$ cat config.mk
export PLATFORM = sky130hd
export DESIGN_NAME = multi_channel_blink_sequencer_top
export DESIGN_NICKNAME = d
export VERILOG_FILES = /design/src/design/mcbs_pkg.sv /design/src/design/multi_channel_blink_sequencer_top.sv /design/src/design/mcbs_cfg_regs.sv /design/src/design/mcbs_blink_step.sv
export SDC_FILE = /design/constraint.sdc
export NUM_CORES = 2
export LEC_CHECK = 0
export BUFFER_PORTS_ARGS = -buffer_cell sky130_fd_sc_hd__buf_2
export CAP_MARGIN = 10
export CORE_MARGIN = 3
export CORE_UTILIZATION = 45
export CTS_CLUSTER_SIZE = 8
export DETAILED_ROUTE_END_ITERATION = 10
export SLEW_MARGIN = 5
export SYNTH_ARGS = -nofsm -noshare
export SYNTH_HDL_FRONTEND = slang
export SYNTH_SLANG_ARGS = --single-unit
$ cat constraint.sdc
create_clock -name clk_i -period 7.1 [get_ports clk_i]
set_input_delay 0.71 -clock clk_i [delete_from_list [all_inputs] [get_ports clk_i]]
set_output_delay 0.71 -clock clk_i [all_outputs]
set_load 0.01 [all_outputs]
$ cat src/design/mcbs_pkg.sv
// Shared types and codes for the multi-channel blink sequencer.
// No dependencies; imported by every module of the block.
package mcbs_pkg;

  // Config port: two 32-bit registers at byte addresses 0 and 4
  localparam int ADDR_W = 3;
  localparam int DATA_W = 32;
  localparam int MASK_W = 8;

  localparam logic REG_RUN_ENABLE = 1'b0;
  localparam logic REG_CHAN_EN    = 1'b1;

  // Request opcodes
  localparam logic [1:0] OP_TICK  = 2'd0;
  localparam logic [1:0] OP_SET   = 2'd1;
  localparam logic [1:0] OP_QUERY = 2'd2;

  // Channel modes
  localparam logic [2:0] MODE_IDLE    = 3'd0;
  localparam logic [2:0] MODE_ON      = 3'd1;
  localparam logic [2:0] MODE_OFF     = 3'd2;
  localparam logic [2:0] MODE_LIMITED = 3'd3;
  localparam logic [2:0] MODE_ENDLESS = 3'd4;

  typedef enum logic [2:0] {
    ST_IDLE  = 3'b001,
    ST_TICK  = 3'b010,
    ST_QUERY = 3'b100
  } state_e;

  typedef struct packed {
    logic              run_en;
    logic [MASK_W-1:0] chan_en;
  } cfg_t;

  typedef struct packed {
    logic start;
    logic stop;
    logic drop_off;
  } step_ctl_t;

endpackage

$ cat src/design/multi_channel_blink_sequencer_top.sv
// Top level of the multi-channel blink sequencer: control, count memories.
// Depends on mcbs_pkg, mcbs_cfg_regs and mcbs_blink_step.
//
//  port group     direction  handshake               payload
//  -------------  ---------  ----------------------  ------------------------------
//  request        in         start & !busy           opcode, channel, mode, counts
//  result         out        done_o (one cycle)      masks, status, mode, counts
//  config (APB)   in/out     psel&penable&pwrite     run enable, channel enable mask
//
// Cycles: a tick walks the channels through the count memories one channel per
// cycle; busy stays high for the whole walk and done_o comes as busy drops. Set
// gives its result the next cycle; query after its memory read in ST_QUERY. Tick
// with run enable low and unused opcodes answer the next cycle.
// Reset (rst_ni, async, low) clears modes and reload flags; the count memories
// need no clearing pass since a channel's counts are only used after a set.
// The receiver cannot stall: each result shows for exactly one cycle.
module multi_channel_blink_sequencer_top import mcbs_pkg::*; #(
  parameter int CHANNELS   = 8,
  parameter int COUNT_BITS = 16
) (
  input  logic              clk_i,
  input  logic              rst_ni,
  // configuration port
  input  logic              psel,
  input  logic              penable,
  input  logic              pwrite,
  input  logic [ADDR_W-1:0] paddr,
  input  logic [DATA_W-1:0] pwdata,
  output logic [DATA_W-1:0] prdata,
  output logic              pready,
  // request
  input  logic              start,
  output logic              busy,
  input  logic [1:0]        opcode_i,
  input  logic [2:0]        channel_i,
  input  logic [2:0]        mode_i,
  input  logic [15:0]       repeat_count_i,
  input  logic [15:0]       on_ticks_i,
  input  logic [15:0]       off_ticks_i,
  input  logic [15:0]       gap_ticks_i,
  // result
  output logic              done_o,
  output logic [7:0]        start_mask_o,
  output logic [7:0]        stop_mask_o,
  output logic              status_o,
  output logic [2:0]        channel_mode_o,
  output logic [15:0]       out_repeat_o,
  output logic [15:0]       out_on_o,
  output logic [15:0]       out_off_o,
  output logic [15:0]       out_gap_o
);

  localparam int CB = COUNT_BITS;
  localparam int DW = 4 * COUNT_BITS;
  localparam int CW = (CHANNELS > 1) ? $clog2(CHANNELS) : 1;
  localparam int IW = $clog2(CHANNELS + 1);

  cfg_t cfg;

  mcbs_cfg_regs u_cfg (
    .clk_i   (clk_i),
    .rst_ni  (rst_ni),
    .psel    (psel),
    .penable (penable),
    .pwrite  (pwrite),
    .paddr   (paddr),
    .pwdata  (pwdata),
    .prdata  (prdata),
    .pready  (pready),
    .cfg_o   (cfg)
  );

  // Per-channel enable; channels past the 8-bit mask never act
  logic [CHANNELS-1:0] en_vec;
  for (genvar c = 0; c < CHANNELS; c++) begin : g_en
    if (c < MASK_W) begin : g_in
      assign en_vec[c] = cfg.chan_en[c];
    end else begin : g_out
      assign en_vec[c] = 1'b0;
    end
  end

  // ---------------------------------------------------------------------------
  // Control state
  // ---------------------------------------------------------------------------
  state_e            state_q, state_d;
  logic [IW-1:0]     issue_q, issue_d;      // next channel to read
  logic              p_vld_q, p_vld_d;      // read data valid for p_idx_q
  logic [CW-1:0]     p_idx_q, p_idx_d;
  logic [CW-1:0]     q_ch_q, q_ch_d;
  logic [MASK_W-1:0] acc_start_q, acc_start_d;
  logic [MASK_W-1:0] acc_stop_q, acc_stop_d;

  // Mode and reload flags live in flops so that reset clears them at once
  logic [2:0]          chan_mode_q [CHANNELS];
  logic [CHANNELS-1:0] reload_q;
  logic                mode_we;
  logic [CW-1:0]       mode_wa;
  logic [2:0]          mode_wd;
  logic                reload_set, reload_clr;
  logic [CW-1:0]       mode_ra;
  logic [2:0]          mode_rd;

  // Count memories: set counts (written by set) and working counts (ticks)
  logic [DW-1:0] set_mem  [CHANNELS];
  logic [DW-1:0] work_mem [CHANNELS];
  logic          set_we, set_re, work_we, work_re;
  logic [CW-1:0] set_ra;
  logic [DW-1:0] set_wd, set_rdata_q, work_rdata_q, work_wd;

  // Result registers
  logic              done_d, done_q;
  logic [MASK_W-1:0] res_start_d, res_start_q, res_stop_d, res_stop_q;
  logic              res_status_d, res_status_q;
  logic [2:0]        res_mode_d, res_mode_q;
  logic [15:0]       res_rep_d, res_rep_q, res_on_d, res_on_q;
  logic [15:0]       res_off_d, res_off_q, res_gap_d, res_gap_q;

  logic          accept;
  logic          ch_ok;
  logic [CW-1:0] ch_idx;
  logic          set_reject;
  logic          last_stage;
  step_ctl_t     step_ctl;
  logic          act_start, act_stop;

  assign busy   = (state_q != ST_IDLE);
  assign accept = start && !busy;
  assign ch_ok  = int'(channel_i) < CHANNELS;
  assign ch_idx = CW'(channel_i);
  assign set_reject = !cfg.run_en || !ch_ok || (mode_i > MODE_ENDLESS) ||
                      !cfg.chan_en[channel_i];

  assign mode_ra = (state_q == ST_TICK) ? p_idx_q : q_ch_q;
  assign mode_rd = chan_mode_q[mode_ra];

  assign set_wd = {CB'(repeat_count_i), CB'(on_ticks_i), CB'(off_ticks_i),
                   CB'(gap_ticks_i)};

  mcbs_blink_step #(.COUNT_BITS(COUNT_BITS)) u_step (
    .limited_i  (mode_rd == MODE_LIMITED),
    .reload_i   (reload_q[p_idx_q]),
    .set_cnt_i  (set_rdata_q),
    .work_cnt_i (work_rdata_q),
    .work_cnt_o (work_wd),
    .ctl_o      (step_ctl)
  );

  // The tick walk reads channel n+1 while writing back channel n; the two never
  // hit the same entry, so no forwarding is needed.
  assign last_stage = p_vld_q && (issue_q == IW'(CHANNELS));

  always_comb begin
    state_d     = state_q;
    issue_d     = issue_q;
    p_vld_d     = 1'b0;
    p_idx_d     = p_idx_q;
    q_ch_d      = q_ch_q;
    acc_start_d = acc_start_q;
    acc_stop_d  = acc_stop_q;
    mode_we     = 1'b0;
    mode_wa     = ch_idx;
    mode_wd     = mode_i;
    reload_set  = 1'b0;
    reload_clr  = 1'b0;
    set_we      = 1'b0;
    set_re      = 1'b0;
    set_ra      = ch_idx;
    work_re     = 1'b0;
    work_we     = 1'b0;
    act_start   = 1'b0;
    act_stop    = 1'b0;
    done_d       = 1'b0;
    res_start_d  = '0;
    res_stop_d   = '0;
    res_status_d = 1'b0;
    res_mode_d   = MODE_IDLE;
    res_rep_d    = '0;
    res_on_d     = '0;
    res_off_d    = '0;
    res_gap_d    = '0;

    unique case (state_q)
      ST_IDLE: begin
        if (accept) begin
          unique case (opcode_i)
            OP_TICK: begin
              if (cfg.run_en) begin
                state_d     = ST_TICK;
                issue_d     = '0;
                acc_start_d = '0;
                acc_stop_d  = '0;
              end else begin
                done_d = 1'b1;
              end
            end
            OP_SET: begin
              done_d = 1'b1;
              if (set_reject) begin
                res_status_d = 1'b1;
              end else begin
                set_we     = 1'b1;
                mode_we    = 1'b1;
                reload_set = 1'b1;
              end
            end
            OP_QUERY: begin
              if (ch_ok) begin
                set_re  = 1'b1;
                q_ch_d  = ch_idx;
                state_d = ST_QUERY;
              end else begin
                done_d = 1'b1;
              end
            end
            default: done_d = 1'b1;
          endcase
        end
      end

      ST_TICK: begin
        // read side
        if (issue_q != IW'(CHANNELS)) begin
          set_re  = 1'b1;
          work_re = 1'b1;
          set_ra  = issue_q[CW-1:0];
          p_vld_d = 1'b1;
          p_idx_d = issue_q[CW-1:0];
          issue_d = issue_q + IW'(1);
        end
        // modify / write-back side
        if (p_vld_q && en_vec[p_idx_q]) begin
          unique case (mode_rd)
            MODE_ON:  act_start = 1'b1;
            MODE_OFF: act_stop  = 1'b1;
            MODE_LIMITED, MODE_ENDLESS: begin
              work_we    = 1'b1;
              reload_clr = 1'b1;
              act_start  = step_ctl.start;
              act_stop   = step_ctl.stop;
              if (step_ctl.drop_off) begin
                mode_we = 1'b1;
                mode_wa = p_idx_q;
                mode_wd = MODE_OFF;
              end
            end
            default: ;
          endcase
        end
        acc_start_d = acc_start_q | (MASK_W'(act_start) << p_idx_q);
        acc_stop_d  = acc_stop_q  | (MASK_W'(act_stop)  << p_idx_q);
        if (last_stage) begin
          done_d      = 1'b1;
          res_start_d = acc_start_d;
          res_stop_d  = acc_stop_d;
          state_d     = ST_IDLE;
        end
      end

      ST_QUERY: begin
        done_d     = 1'b1;
        res_mode_d = mode_rd;
        if (mode_rd == MODE_LIMITED || mode_rd == MODE_ENDLESS) begin
          res_rep_d = 16'(set_rdata_q[DW-1 -: CB]);
          res_on_d  = 16'(set_rdata_q[3*CB-1 -: CB]);
          res_off_d = 16'(set_rdata_q[2*CB-1 -: CB]);
          res_gap_d = 16'(set_rdata_q[CB-1:0]);
        end
        state_d = ST_IDLE;
      end

      default: state_d = ST_IDLE;
    endcase
  end

  // Control flops
  always_ff @(posedge clk_i or negedge rst_ni) begin
    if (!rst_ni) begin
      state_q     <= ST_IDLE;
      issue_q     <= '0;
      p_vld_q     <= 1'b0;
      p_idx_q     <= '0;
      q_ch_q      <= '0;
      acc_start_q <= '0;
      acc_stop_q  <= '0;
      done_q      <= 1'b0;
      reload_q    <= '0;
      for (int i = 0; i < CHANNELS; i++) begin
        chan_mode_q[i] <= MODE_IDLE;
      end
    end else begin
      state_q     <= state_d;
      issue_q     <= issue_d;
      p_vld_q     <= p_vld_d;
      p_idx_q     <= p_idx_d;
      q_ch_q      <= q_ch_d;
      acc_start_q <= acc_start_d;
      acc_stop_q  <= acc_stop_d;
      done_q      <= done_d;
      if (mode_we) begin
        chan_mode_q[mode_wa] <= mode_wd;
      end
      if (reload_set) begin
        reload_q[ch_idx] <= 1'b1;
      end
      if (reload_clr) begin
        reload_q[p_idx_q] <= 1'b0;
      end
    end
  end

  // Count memories, registered read
  always_ff @(posedge clk_i) begin
    if (set_we) begin
      set_mem[ch_idx] <= set_wd;
    end
    if (set_re) begin
      set_rdata_q <= set_mem[set_ra];
    end
    if (work_we) begin
      work_mem[p_idx_q] <= work_wd;
    end
    if (work_re) begin
      work_rdata_q <= work_mem[issue_q[CW-1:0]];
    end
  end

  // Result payload: zero outside the strobe cycle
  always_ff @(posedge clk_i) begin
    res_start_q  <= res_start_d;
    res_stop_q   <= res_stop_d;
    res_status_q <= res_status_d;
    res_mode_q   <= res_mode_d;
    res_rep_q    <= res_rep_d;
    res_on_q     <= res_on_d;
    res_off_q    <= res_off_d;
    res_gap_q    <= res_gap_d;
  end

  assign done_o         = done_q;
  assign start_mask_o   = res_start_q;
  assign stop_mask_o    = res_stop_q;
  assign status_o       = res_status_q;
  assign channel_mode_o = res_mode_q;
  assign out_repeat_o   = res_rep_q;
  assign out_on_o       = res_on_q;
  assign out_off_o      = res_off_q;
  assign out_gap_o      = res_gap_q;

  // ---------------------------------------------------------------------------
  // Assertions
  // ---------------------------------------------------------------------------
  a_done_idle: assert property (@(posedge clk_i) disable iff (!rst_ni)
    done_o |-> !busy)
    else $error("result strobe while busy");

  a_set_one_cycle: assert property (@(posedge clk_i) disable iff (!rst_ni)
    (start && !busy && opcode_i == OP_SET) |=> done_o)
    else $error("set request did not answer next cycle");

  a_masks_disjoint: assert property (@(posedge clk_i) disable iff (!rst_ni)
    done_o |-> ((start_mask_o & stop_mask_o) == '0))
    else $error("channel both starts and stops");

  a_stage_in_tick: assert property (@(posedge clk_i) disable iff (!rst_ni)
    p_vld_q |-> (state_q == ST_TICK))
    else $error("channel write-back outside tick walk");

endmodule

$ cat src/design/mcbs_cfg_regs.sv
// APB-style configuration registers: run enable and channel enable mask.
// Depends on mcbs_pkg.
module mcbs_cfg_regs import mcbs_pkg::*; (
  input  logic              clk_i,
  input  logic              rst_ni,
  input  logic              psel,
  input  logic              penable,
  input  logic              pwrite,
  input  logic [ADDR_W-1:0] paddr,
  input  logic [DATA_W-1:0] pwdata,
  output logic [DATA_W-1:0] prdata,
  output logic              pready,
  output cfg_t              cfg_o
);

  logic              run_en_q, run_en_d;
  logic [MASK_W-1:0] chan_en_q, chan_en_d;
  logic              wr_en;
  logic              reg_sel;

  assign pready  = 1'b1;
  assign reg_sel = paddr[ADDR_W-1];
  assign wr_en   = psel && penable && pwrite;

  always_comb begin
    run_en_d  = run_en_q;
    chan_en_d = chan_en_q;
    if (wr_en) begin
      unique case (reg_sel)
        REG_RUN_ENABLE: run_en_d  = pwdata[0];
        REG_CHAN_EN:    chan_en_d = pwdata[MASK_W-1:0];
        default: ;
      endcase
    end
  end

  always_ff @(posedge clk_i or negedge rst_ni) begin
    if (!rst_ni) begin
      run_en_q  <= 1'b0;
      chan_en_q <= '0;
    end else begin
      run_en_q  <= run_en_d;
      chan_en_q <= chan_en_d;
    end
  end

  always_comb begin
    unique case (reg_sel)
      REG_RUN_ENABLE: prdata = {{(DATA_W-1){1'b0}}, run_en_q};
      REG_CHAN_EN:    prdata = {{(DATA_W-MASK_W){1'b0}}, chan_en_q};
      default:        prdata = '0;
    endcase
  end

  assign cfg_o.run_en  = run_en_q;
  assign cfg_o.chan_en = chan_en_q;

endmodule

$ cat src/design/mcbs_blink_step.sv
// One tick of a blink channel: reload, period counting, repeat countdown.
// Depends on mcbs_pkg. Counts packed as {repeat, on, off, gap}.
module mcbs_blink_step import mcbs_pkg::*; #(
  parameter int COUNT_BITS = 16
) (
  input  logic                    limited_i,
  input  logic                    reload_i,
  input  logic [4*COUNT_BITS-1:0] set_cnt_i,
  input  logic [4*COUNT_BITS-1:0] work_cnt_i,
  output logic [4*COUNT_BITS-1:0] work_cnt_o,
  output step_ctl_t               ctl_o
);

  localparam int CB = COUNT_BITS;

  logic [4*CB-1:0] w;
  logic [CB-1:0]   w_rep, w_on, w_off, w_gap;
  logic [CB-1:0]   s_on, s_off, s_gap;
  logic [CB-1:0]   n_rep, n_on, n_off, n_gap;

  // A pending reload takes the freshly set counts
  assign w = reload_i ? set_cnt_i : work_cnt_i;
  assign {w_rep, w_on, w_off, w_gap} = w;
  assign s_on  = set_cnt_i[3*CB-1 -: CB];
  assign s_off = set_cnt_i[2*CB-1 -: CB];
  assign s_gap = set_cnt_i[CB-1:0];

  always_comb begin
    ctl_o = '0;
    n_rep = w_rep;
    n_on  = w_on;
    n_off = w_off;
    n_gap = w_gap;
    if (limited_i && w_rep == '0) begin
      ctl_o.drop_off = 1'b1;
    end else begin
      if (w_on != '0) begin
        ctl_o.start = 1'b1;
        n_on        = w_on - CB'(1);
      end else if (w_off != '0) begin
        ctl_o.stop = 1'b1;
        n_off      = w_off - CB'(1);
      end else if (w_gap != '0) begin
        n_gap = w_gap - CB'(1);
      end
      // period complete
      if (n_on == '0 && n_off == '0 && n_gap == '0) begin
        if (limited_i) begin
          n_rep = w_rep - CB'(1);
        end
        n_on  = s_on;
        n_off = s_off;
        n_gap = s_gap;
      end
    end
  end

  assign work_cnt_o = {n_rep, n_on, n_off, n_gap};

endmodule

# Yosys cells after proc, flatten, opt, wreduce, memory -nomap -nowiden
# Memory sizes are Yosys's and may differ from the RTL's. A register that Yosys moved wholly into a read port is not among the register bits.
# Cells that the tools add are included.
[op_classes]
addsub = 5
mux = 101
eq_ne = 19
bitwise_logic = 8
shift = 2
n_reduce_logical = 37
magnitude_cmp = 8
[ops]
columns = ["operator", "count"]
rows = [
  ["16-bit two-way mux", 18],
  ["16-bit logical NOT", 4],
  ["64-bit two-way mux", 1],
  ["32-bit case mux with 2 select lines", 1],
  ["16-bit by 1-bit subtractor with 16-bit output (second input constant)", 4],
  ["3-bit two-way mux", 17],
  ["16-bit nonzero test", 3],
  ["8-bit two-way mux", 5],
  ["1-bit two-way mux", 35],
  ["8-bit case mux with 2 select lines", 2],
  ["24-bit bitwise mux", 1],
  ["8-bit OR", 3],
  ["4-bit two-way mux", 4],
  ["1-bit by 3-bit left shift with 8-bit output", 2],
  ["3-bit case mux with 2 select lines", 2],
  ["1-bit logical AND", 11],
  ["1-bit case mux with 2 select lines", 5],
  ["2-bit AND reduction", 5],
  ["1-bit binary-select mux with 3-bit select", 3],
  ["3-bit binary-select mux with 3-bit select", 1],
  ["3-bit demux with 3-bit select", 1],
  ["3-bit by 2-bit == test with 1-bit output (second input constant)", 3],
  ["8-bit bitwise AND", 1],
  ["4-bit greater-or-equal comparator (second input constant)", 2],
  ["other kinds (30)", 46],
]
[word_totals]
ff_bits = 156
memories = 2
ramBits = 1024
in_bits = 113
elab_cells = 209
[memory_table]
columns = ["name", "words", "word_bits", "read_ports", "rd_clocked_by_memory_dff", "wr", "line", "text"]
rows = [
  ["set_mem", 8, 64, 1, 1, 1, "multi_channel_blink_sequencer_top.sv:105", "logic [DW-1:0] set_mem [CHANNELS];"],
  ["work_mem", 8, 64, 1, 1, 1, "multi_channel_blink_sequencer_top.sv:106", "logic [DW-1:0] work_mem [CHANNELS];"],
]

# Logic depth before layout (Yosys ltp)
[logic_depth]
depth_word = 19
ltp_mapped = 28

# Cells and area by module
# A second synthesis with hierarchy kept.
[hier_totals]
cells_unflattened = 2820
area_unflattened_um2 = 52849.4
[modules_own_cells]
columns = ["mod", "area_per_inst_um2", "cells_each", "seq_area_each_um2", "n_inst"]
rows = [
  ["multi_channel_blink_sequencer_top", 47996.0, 2120, 37852.6, 1],
  ["mcbs_blink_step", 4219.0, 643, 0.0, 1],
  ["mcbs_cfg_regs", 634.4, 57, 225.2, 1],
]

# Worst setup path after synthesis
# OpenSTA, ideal clock, no wires.
[synth_timing]
path_kind = "in2reg"
startpoint = "input channel_i[2]"
endpoint = "memory set_mem[0][0] in the netlist's numbering, enable pin"
t_arrival_ps = 6512
path_buffers = 1
setup_slack_ps = 21
stages = 7
t_required_ps = 6533
cell_sequence = "clkbuf_1 > nand2_1 > nor2_1 > o311a_1 > nor4bb_1 > nand2b_1 > nor3_1"
[synth_via]
elab_chain_cells = 10
[synth_rtl]
columns = ["element", "line", "text"]
rows = [
  ["from (decl)", "multi_channel_blink_sequencer_top.sv:35", "input logic [2:0] channel_i,"],
  ["1-bit binary-select mux with 3-bit select", "multi_channel_blink_sequencer_top.sv:132", "!cfg.chan_en[channel_i];"],
  ["1-bit two-way mux (not written as such)", "multi_channel_blink_sequencer_top.sv:132", ""],
  ["1-bit logical NOT", "multi_channel_blink_sequencer_top.sv:132", ""],
  ["1-bit logical OR", "multi_channel_blink_sequencer_top.sv:131", "assign set_reject = !cfg.run_en || !ch_ok || (mode_i > MODE_ENDLESS) ||"],
  ["1-bit two-way mux", "multi_channel_blink_sequencer_top.sv:199", "if (set_reject) begin"],
  ["1-bit two-way mux", "multi_channel_blink_sequencer_top.sv:186", "unique case (opcode_i)"],
  ["1-bit two-way mux", "multi_channel_blink_sequencer_top.sv:185", "if (accept) begin"],
  ["1-bit two-way mux", "multi_channel_blink_sequencer_top.sv:183", "unique case (state_q)"],
  ["1-bit two-way mux", "multi_channel_blink_sequencer_top.sv:314", "if (set_we) begin"],
  ["1-bit two-way mux (not written as such)", "multi_channel_blink_sequencer_top.sv:315", "set_mem[ch_idx] <= set_wd;"],
  ["to (decl)", "multi_channel_blink_sequencer_top.sv:105", ""],
]
# Parallel ways exist; a longest one is shown, timed or not. The select of a mux whose other input is x is not followed.

# Final worst setup path
[layout_timing]
startpoint = "register p_idx_q[0]"
endpoint = "memory work_mem[6][6] in the netlist's numbering, data pin"
[layout_via]
elab_chain_cells = 12
[layout_rtl]
columns = ["element", "line", "text"]
rows = [
  ["from (decl)", "multi_channel_blink_sequencer_top.sv:89", "logic [CW-1:0] p_idx_q, p_idx_d;"],
  ["from (signal assigned)", "multi_channel_blink_sequencer_top.sv:295", "p_idx_q <= p_idx_d;"],
  ["1-bit binary-select mux with 3-bit select", "multi_channel_blink_sequencer_top.sv:142", ".reload_i (reload_q[p_idx_q]),"],
  ["1-bit two-way mux (not written as such)", "multi_channel_blink_sequencer_top.sv:142", ""],
  ["64-bit two-way mux", "mcbs_blink_step.sv:22", "assign w = reload_i ? set_cnt_i : work_cnt_i;"],
  ["16-bit by 1-bit subtractor with 16-bit output, or another cell as far along", "mcbs_blink_step.sv:44", "n_gap = w_gap - CB'(1);"],
  ["16-bit two-way mux (on tied branches)", "mcbs_blink_step.sv:43, mcbs_blink_step.sv:40", ""],
  ["16-bit two-way mux (on tied branches)", "mcbs_blink_step.sv:40, mcbs_blink_step.sv:37", ""],
  ["16-bit two-way mux (on tied branches)", "mcbs_blink_step.sv:37, mcbs_blink_step.sv:34", ""],
  ["16-bit two-way mux or 16-bit logical NOT (tied branches)", "mcbs_blink_step.sv:34, mcbs_blink_step.sv:47", ""],
  ["16-bit logical NOT or 1-bit logical AND (tied branches)", "mcbs_blink_step.sv:47", "if (n_on == '0 && n_off == '0 && n_gap == '0) begin"],
  ["1-bit logical AND", "mcbs_blink_step.sv:47", ""],
  ["16-bit two-way mux", "mcbs_blink_step.sv:47", ""],
  ["16-bit two-way mux (*)", "mcbs_blink_step.sv:34", "if (limited_i && w_rep == '0) begin"],
  ["via u_step.n_gap[6]", "mcbs_blink_step.sv:19", "logic [CB-1:0] n_rep, n_on, n_off, n_gap;"],
  ["to (decl)", "multi_channel_blink_sequencer_top.sv:106", ""],
]
# Mark *: on every way through the listed nets, which the timed path passes. The rest lies on a longest branch. The select of a mux whose other input is x is not followed.

==> flow_summary.ini <==
[clock_network]
insertion_delay_ns = 0.77
htreeDepth = 4
cts_buffer_depth = 3
ctsHoldBuffers = 0
clock-sinks = 1308
cts_made_buffers = 181
cts_tree = built
cts_root_buffer = clkbuf_16
clk_transition_reported_paths_ns = 0.05

[detailed_routing]
dr.pass1.iters = 6
first_iter_violations = 2830
drt-total-wl_um = 142000
route.detailed.drc = 0
ant_nets = 0
wire_per_inst_um = 27.6
vias = 30600
viasPerCell = 5.94

[final_layout]
fillers = 9446
stdcell_count = 5152
utilization_pct = 52.8
nets = 3579
area_delta_synth_final_pct = 15.6
drive_above_1_share_pct = 27.2

[sta]
slew_violations = 0
finalCritPeriodShare_pct = 93.6
worst_pin_slew_ns = 1.16
fin_worst_skew_ns = 0.0352
finalSetupViolations = 0
slew_headroom_pct = 22.6
min_period_ns = 6.64
max_freq_mhz = 151
hold_viol = 0
rsz0062_at_grt = no
setup_tns_ns = 0
worst_slack_ns = 0.458

[setup_path]
endpoint_kind = flop
path_class = flop to flop
worstReg2RegEnd = work_mem[6][6]$_DFFE_PP_
path_max_fanout = 9
r2r_start = p_idx_q[0]$_DFFE_PN0P_
reg2reg_depth = 18
startpoint_type = flop
cp.arrival_ns = 7.07
required_ns = 7.53
r2r_setup_slack_ns = 0.46

[synthesis]
synth_warnings = 0
synth_edf_count = 1152
post-synth-top-area-fraction_pct = 63.6
netlist_instances = 3161
synthArstFlopShare_pct = 5.50
ys_types = 100
synth_area_um2 = 54400
synth_most_common_cell = edfxtp_1
synthTopCellsByCount = 1,152 x edfxtp_1, 256 x mux4_2, 166 x nor2_1
synth-main-ff-cell = edfxtp_1
syn_area_per_cell_um2 = 17.2
ys_seq_area_share_pct = 70.0
ys_top_cells_by_area = edfxtp_1 64%, mux4_2 11%, mux2_2 3.3%, dfrtp_1 3.3%, dfxtp_1 3.1%
ys_seq_elements = 1308
synth.largest_area_cell = edfxtp_1

[pwr]
power_frac_seq_pct = 47.4
leakage_nw = 20.7
ir_drop_mv = 0.235
p_int_mw = 14.4
comb_power_share_pct = 11.2
clockPowerShare_pct = 41.4
power.density_nw_per_um2 = 299
switching_share_pct = 23.1
switching_power_mw = 4.34

[floorplan]
fp.coreArea_um2 = 119000
io_pins = 232
die_w_um = 354
start_util_pct = 45.7
dieArea_um2 = 125000
die_h_um = 354
std_cell_rows = 126

[flow_run]
cap_violations = 0

[hold_path]
holdPathEnd = u_cfg.chan_en_q[4]$_DFFE_PN0P_
hold-path-cell-count = 2
hold_path.class = primary input to flop
hold_start = pwdata[4]

[place]
pre_cts_slack_ns = 0.358
io_buffers = 180
globalplace.congestion = 0.919
placed_cells = 4875
dp_hpwl_um = 88200

[outcome]
status = completed

[global_routing]
grt_pass1_vias = 31400
gr-usage-met3_pct = 3.99
grt_pass1_wl_um = 210000
grtUsageTotal_pct = 22.6
grt_util_met1_pct = 32.1
grt_max_degree = 107
antenna_found_initial = 14
grt_overflow = 0
top_usage_layer = met2
met2_usage_pct = 36.0
power by group through the flow:
stage	combinational [mW]	clock, mW	sequential (mW)
global placement	2.05	0	9.04
detailed placement	2.11	0	9.04
finish	2.10	7.78	8.90
global route	2.28	8.29	8.91
CTS	2.12	7.95	8.90
floorplan	1.76	0	8.80
area by class of cell:
type,count,area [um^2],share of cell area (%)
clock inverters,10,204,0.324
clock buffers,265,4930,7.84
inverters,32,120,0.191
repair buffers,289,1960,3.11
flip-flops and latches,1308,38100,60.6
diodes,2,5.00,0.00796
multi-input cells,1646,15600,24.8
well taps,1600,2000,3.18
flip-flops by register name, summed over array words and instances (netlist names), 24 cells and up:
name,count
chan_mode_q,24
set_mem,512
set_rdata_q,64
work_mem,512
work_rdata_q,64
repair_timing:
action / 4_1_cts / 5_1_grt
gates resized for setup: 0 / 3
setup endpoints to repair: 0 / 24
endpoints found under the hold margin: 0 / 0
buffers inserted: 0 / 0
worst max-delay path by stage:
stage / start / to / slack, ns / cells past startpoint
after floorplan: channel_i[2] / set_mem[0][0]$_DFFE_PP_ / 0.02 / 7
after global placement: p_idx_q[0]$_DFFE_PN0P_ / work_mem[2][9]$_DFFE_PP_ / 0.49 / 19
after detailed placement: p_idx_q[0]$_DFFE_PN0P_ / work_mem[3][9]$_DFFE_PP_ / 0.36 / 19
after CTS: p_idx_q[0]$_DFFE_PN0P_ / work_mem[3][9]$_DFFE_PP_ / 0.33 / 19
after global routing: p_idx_q[1]$_DFFE_PN0P_ / work_mem[3][60]$_DFFE_PP_ / 0.02 / 18
final: p_idx_q[0]$_DFFE_PN0P_ / work_mem[6][6]$_DFFE_PP_ / 0.46 / 18
cell families after synthesis:
kind of cell    count (synthesis)  share of synthesized area (%)
simple gates                  689                           7.06
mux                           488                           15.2
compound gates                392                           4.88
buf+inv                       230                           1.93
xor+xnor                       44                          0.722
flops                        1308                           70.0
fa+ha+maj                       8                          0.184
other cells                     2                         0.0138
stage by stage:
stage,cell area [um^2],hold WS (ns),total power [mW]
4_1_cts,62900,0.135,19.0
3_5_place_dp,57700,0.473,11.2
5_1_grt,62900,0.157,19.5
2_1_floorplan,54500,0.414,10.6
6_report,62900,0.185,18.8
3_3_place_gp,57700,0.474,11.1
critical path: stages, from the launching register on:
cell	delay, ns
dfrtp_1	0.47
inv_2	0.16
o32a_1	0.42
nand3_4	0.16
mux2_2	0.37
inv_1	0.10
ha_1	0.38
nor4b_1	0.36
and4_1	0.50
o21a_1	0.38
mux2_2	0.33
o21ai_1	0.12
o311ai_0	0.41
buf_4	0.20
nor4b_2	0.38
nand4_4	0.21
or2_1	0.40
and3_1	0.24
nor3b_1	0.70
metal layers:
layer / share of wire [%] / vias up
li1: - / 13200
met1: 44 / 16000
met2: 48 / 1081
met3: 6.1 / 254
met4: 2.4 / 10
met5: 0.044 / -
placed cells by master (no fill, tap or decap), drive strengths merged, types with 9 or more instances in the layout:
cell / n
xor2: 22
o22ai: 20
mux2: 159
nand4b: 9
edfxtp: 1152
nand4: 31
inv: 34
conb: 25
a21oi: 103
nand2b: 11
and4: 10
nor2b: 9
nor4: 44
a31oi: 14
nor3: 62
nand3: 28
o211ai: 18
dfrtp: 71
nor4b: 14
o21ai: 64
a211oi: 23
xnor2: 22
nor2: 167
a22oi: 22
a211o: 11
a21boi: 11
clkbuf: 265
o31ai: 19
and2: 97
mux4: 256
mux2i: 73
buf: 289
and3: 13
a22o: 13
nor3b: 11
nand2: 116
dfxtp: 84
or3: 33
Power figures use the tool's default switching activity.
